`config.mk`:
```
export PLATFORM = sky130hd
export DESIGN_NAME = pn3_ram
export DESIGN_NICKNAME = d
export VERILOG_FILES = /design/src/hw/rtl/pn3_ram.sv
export SDC_FILE = /design/constraint.sdc
export NUM_CORES = 2
export LEC_CHECK = 0
export BUFFER_PORTS_ARGS = -buffer_cell sky130_fd_sc_hd__clkbuf_2
export CAP_MARGIN = 10
export CELL_PAD_IN_SITES_DETAIL_PLACEMENT = 1
export CELL_PAD_IN_SITES_GLOBAL_PLACEMENT = 1
export CORE_ASPECT_RATIO = 0.9
export CORE_MARGIN = 2
export CORE_UTILIZATION = 40
export CTS_BUF_LIST = sky130_fd_sc_hd__clkbuf_4
export CTS_CLUSTER_DIAMETER = 30
export CTS_CLUSTER_SIZE = 28
export DETAILED_ROUTE_END_ITERATION = 6
export GPL_TIMING_DRIVEN = 0
export HOLD_SLACK_MARGIN = 0.05
export PLACE_DENSITY = 0.63
export REMOVE_ABC_BUFFERS = 1
export SLEW_MARGIN = 20
export SYNTH_ARGS = -nofsm -noshare
export SYNTH_HDL_FRONTEND = slang
export SYNTH_SLANG_ARGS = --single-unit
```
`constraint.sdc`:
```
create_clock -name clk -period 2.65 [get_ports clk]
set_clock_uncertainty 0.1 [all_clocks]
set_input_delay 0.265 -clock clk [delete_from_list [all_inputs] [get_ports clk]]
set_output_delay 0.265 -clock clk [all_outputs]
set_load 0.05 [all_outputs]
```
`src/hw/rtl/pn3_ram.sv`:
```
`default_nettype none
// ----------------------------------------------------------------------------
// pn3_ram
// Generic single-port synchronous RAM with a registered read.
// ----------------------------------------------------------------------------
module pn3_ram #(
  parameter int unsigned Width = 8,
  parameter int unsigned Depth = 512
) (
  input  wire logic                     clk,
  input  wire logic                     we,
  input  wire logic [$clog2(Depth)-1:0] addr,
  input  wire logic [Width-1:0]         wdata,
  output logic      [Width-1:0]         rdata
);

  logic [Width-1:0] mem [Depth];

  always_ff @(posedge clk) begin
    if (we) begin
      mem[addr] <= wdata;
    end
    rdata <= mem[addr];
  end

endmodule : pn3_ram
`default_nettype wire

```
==> flow_metrics.py <==
metrics = {
    "worst_setup_path": {
        "critical_path.max_fanout": 25,
        "crit_path_start_kind": "input pin",
        "critPathCaptureType": "flip-flop",
        "arrival_ns": 4.53,
        "worstPathRequired_ns": 3.69,
        "path_class": "input pin to flip-flop",
    },
    "sta": {
        "clock.fmax_ghz": 0.286,
        "holdWs_ns": 0.115,
        "fin_crit_ns": 3.49,
        "rsz0062_at_grt": "yes",
        "finalCritPeriodShare": 1.32,
        "timing.final.ws_setup_ns": -0.840,
        "maxSlewHeadroom": 0.0704,
        "final-setup-viol-count": 267,
        "drv_slew": 0,
        "hold_viol": 0,
        "finalSetupTns_ns": -14.22,
        "worstMarginPinSlew_ns": 1.39,
    },
    "yosys": {
        "avgSynthCellArea_sq_um": 20.9,
        "synth_common_cells": "4096 x edfxtp_1, 816 x mux4_2, 548 x nor2_1",
        "synth_top_area_frac": 0.777,
        "synthFlopType": "edfxtp_1",
        "yosysSeqAreaShare": 0.778,
        "ys_top_cells_by_area": "edfxtp_1 78%, mux4_2 12%, mux2i_1 2.7%, nor2_1 1.3%, a22oi_1 0.85%",
        "yosys_warnings": 0,
        "synth_top_area_cell": "edfxtp_1",
        "synth_seq_cells": 4104,
        "async_flop_share": 0,
        "syn_inst": 7575,
        "synthDistinctLibCells": 67,
        "synth_edf_count": 4096,
        "synth_most_common_cell": "edfxtp_1",
        "syn_area_sq_um": 158000,
    },
    "placed_design": {
        "dp_slack_ns": -4.44,
        "gp_congestion": 0.816,
        "placed_cells": 12600,
        "numPortBuffers": 26,
        "hpwlAfterDp_microns": 292000,
        "placed_area_sq_um": 167000,
    },
    "power_and_ir_drop": {
        "power_per_cell_area_nw_per_um2": 703,
        "static-leakage-power_uw": 0.0562,
        "peakVddDrop_mv": 0.394,
    },
    "routing": {
        "ant_nets": 0,
        "wire_per_inst_microns": 34.9,
        "wirelength_microns": 486000,
        "firstDrtPassIters": 6,
        "drc_errors": 0,
        "drt_iter0_markers": 9746,
        "vias": 83200,
        "viasPerCell": 5.99,
    },
    "floorplanning": {
        "row_count": 219,
        "fp.dieW_microns": 667,
        "dieArea_sq_um": 401000,
        "initial_core_util": 0.401,
        "boundaryPins": 27,
        "coreArea_sq_um": 395000,
        "die_y_microns": 601,
    },
    "global_routing": {
        "grt_pass1_vias": 84700,
        "antenna_found_initial": 32,
        "overflow": 0,
        "grt_usage": 0.239,
        "grt_pass1_wl_microns": 677000,
        "grt_max_degree": 116,
    },
    "cts": {
        "cts_sinks": 4104,
        "htree_levels": 6,
        "clkTransAtPathRegs_ns": 0.10,
        "cts_max_path_buffers": 4,
        "cts_tree": "done",
        "cts_made_buffers": 636,
        "clock_latency_ns": 1.49,
        "cts_root_buf": "clkbuf_4",
    },
    "outcome": {
        "violations": "setup timing",
        "status": "finished, violations left",
    },
    "min_path": {
        "min-delay-path-class": "input pin to flip-flop",
    },
    "layout": {
        "final_cells": 13900,
        "synthToLayoutAreaGrowth_pct": 15.0,
        "layout.nets": 8086,
        "design_area_sq_um": 182000,
        "final_layout_size_suffix_gt1_frac": 0.315,
    },
    "flow_run": {
        "drv_cap": 0,
    },
}
[cells in the final DEF, fill, tap and decap left out, drive strengths merged, types with 26 or more instances in the layout]
master       netlist  final
mux4             816    816
bufbuf             0     31
mux2i            434    434
a221oi            92     92
o21ai             45     45
nand3             47     47
clkbuf           197    744
nand2            130    130
edfxtp          4096   4096
nor4              38     38
a22o              47     47
clkinvlp           0     74
a211oi            36     36
dlygate4sd3        0     42
nand4             47     47
inv                4     59
o22ai            118    118
a32oi             26     26
a22oi            181    181
a31oi             76     76
nor2             548    548
a21oi             77     77
bufinv             0     99
buf              286    235
clkinv             0    222
[metal layers]
layer	GRT usage	part of all wire	vias to the layer above
li1	-	-	33200
met1	0.336	0.41	45100
met2	0.373	0.47	4080
met3	0.0470	0.086	839
met4	0.0817	0.038	26
met5	0	0.00040	-
[worst paths after layout]
check / startpoint / to / slack, ns / cells past startpoint
worst max-delay path: addr[7] / rdata[5] / -0.84 / 10
worst min-delay path: addr[0] / rdata[6] / 0.11 / 8
worst max register to register: mem[206][2] / rdata[2] / -0.79 / 7
worst min register to register: mem[350][0] / rdata[0] / 0.90 / 5
[registers in the layout (all words and copies together), names as in the netlist]
register	count
mem	4096
rdata	8
[cell type report]
cell class                      count  area [sq um]
Fill cell                       36100        213000
Sequential cell                  4104        123000
Multi-Input combinational cell   2985         35400
Tap cell                         5304          6640
Timing Repair Buffer              336          6360
Clock buffer                      716          5380
Clock inverter                    450          5210
Inverter                            4          27.5
Antenna cell                        7          17.5
[power by group]
group / internal [uW] / total [uW] / switching [uW]
clock: 23800 / 49300 / 25500
sequential: 71400 / 71400 / 45.5
combinational: 2550 / 7310 / 4760
[cell families (layout without fill, tap and decap cells)]
logic type	after synthesis	count (layout)	share of synthesized area
flip-flops	4104	4104	0.778
multiplexers	1268	1268	0.145
AND/OR/NAND/NOR	958	959	0.0274
AO/OA/AOI/OAI	758	758	0.0343
buffers and inverters	487	1506	0.0159
other	0	7	0
[critical path, cell delays in order]
cell           delay [ns]
clkbuf_2             0.27
dlygate4sd3_1        0.78
nor3b_2              0.23
buf_4                0.24
nand2_2              0.57
nor2_1               0.36
a22o_1               0.31
nor4_1               0.66
and4_1               0.45
nand4_1              0.36
[through the flow]
stage / total power, uW / util
3_3_place_gp: 83800 / 0.412
4_1_cts: 129000 / 0.459
3_5_place_dp: 79400 / 0.423
6_report: 128000 / 0.461
2_1_floorplan: 75100 / -
5_1_grt: 131000 / 0.461
[what timing repair did]
action | CTS | global route
endpoints found under the hold margin | 4823 | 18
hold buffers | 49 | 1
setup endpoints to repair | 4108 | 1470
pin swaps | 30 | 21
cloned | 42 | 2
resized for setup | 346 | 205
buffers inserted | 21 | 12
No activity file was read; power rests on OpenSTA's default activity.
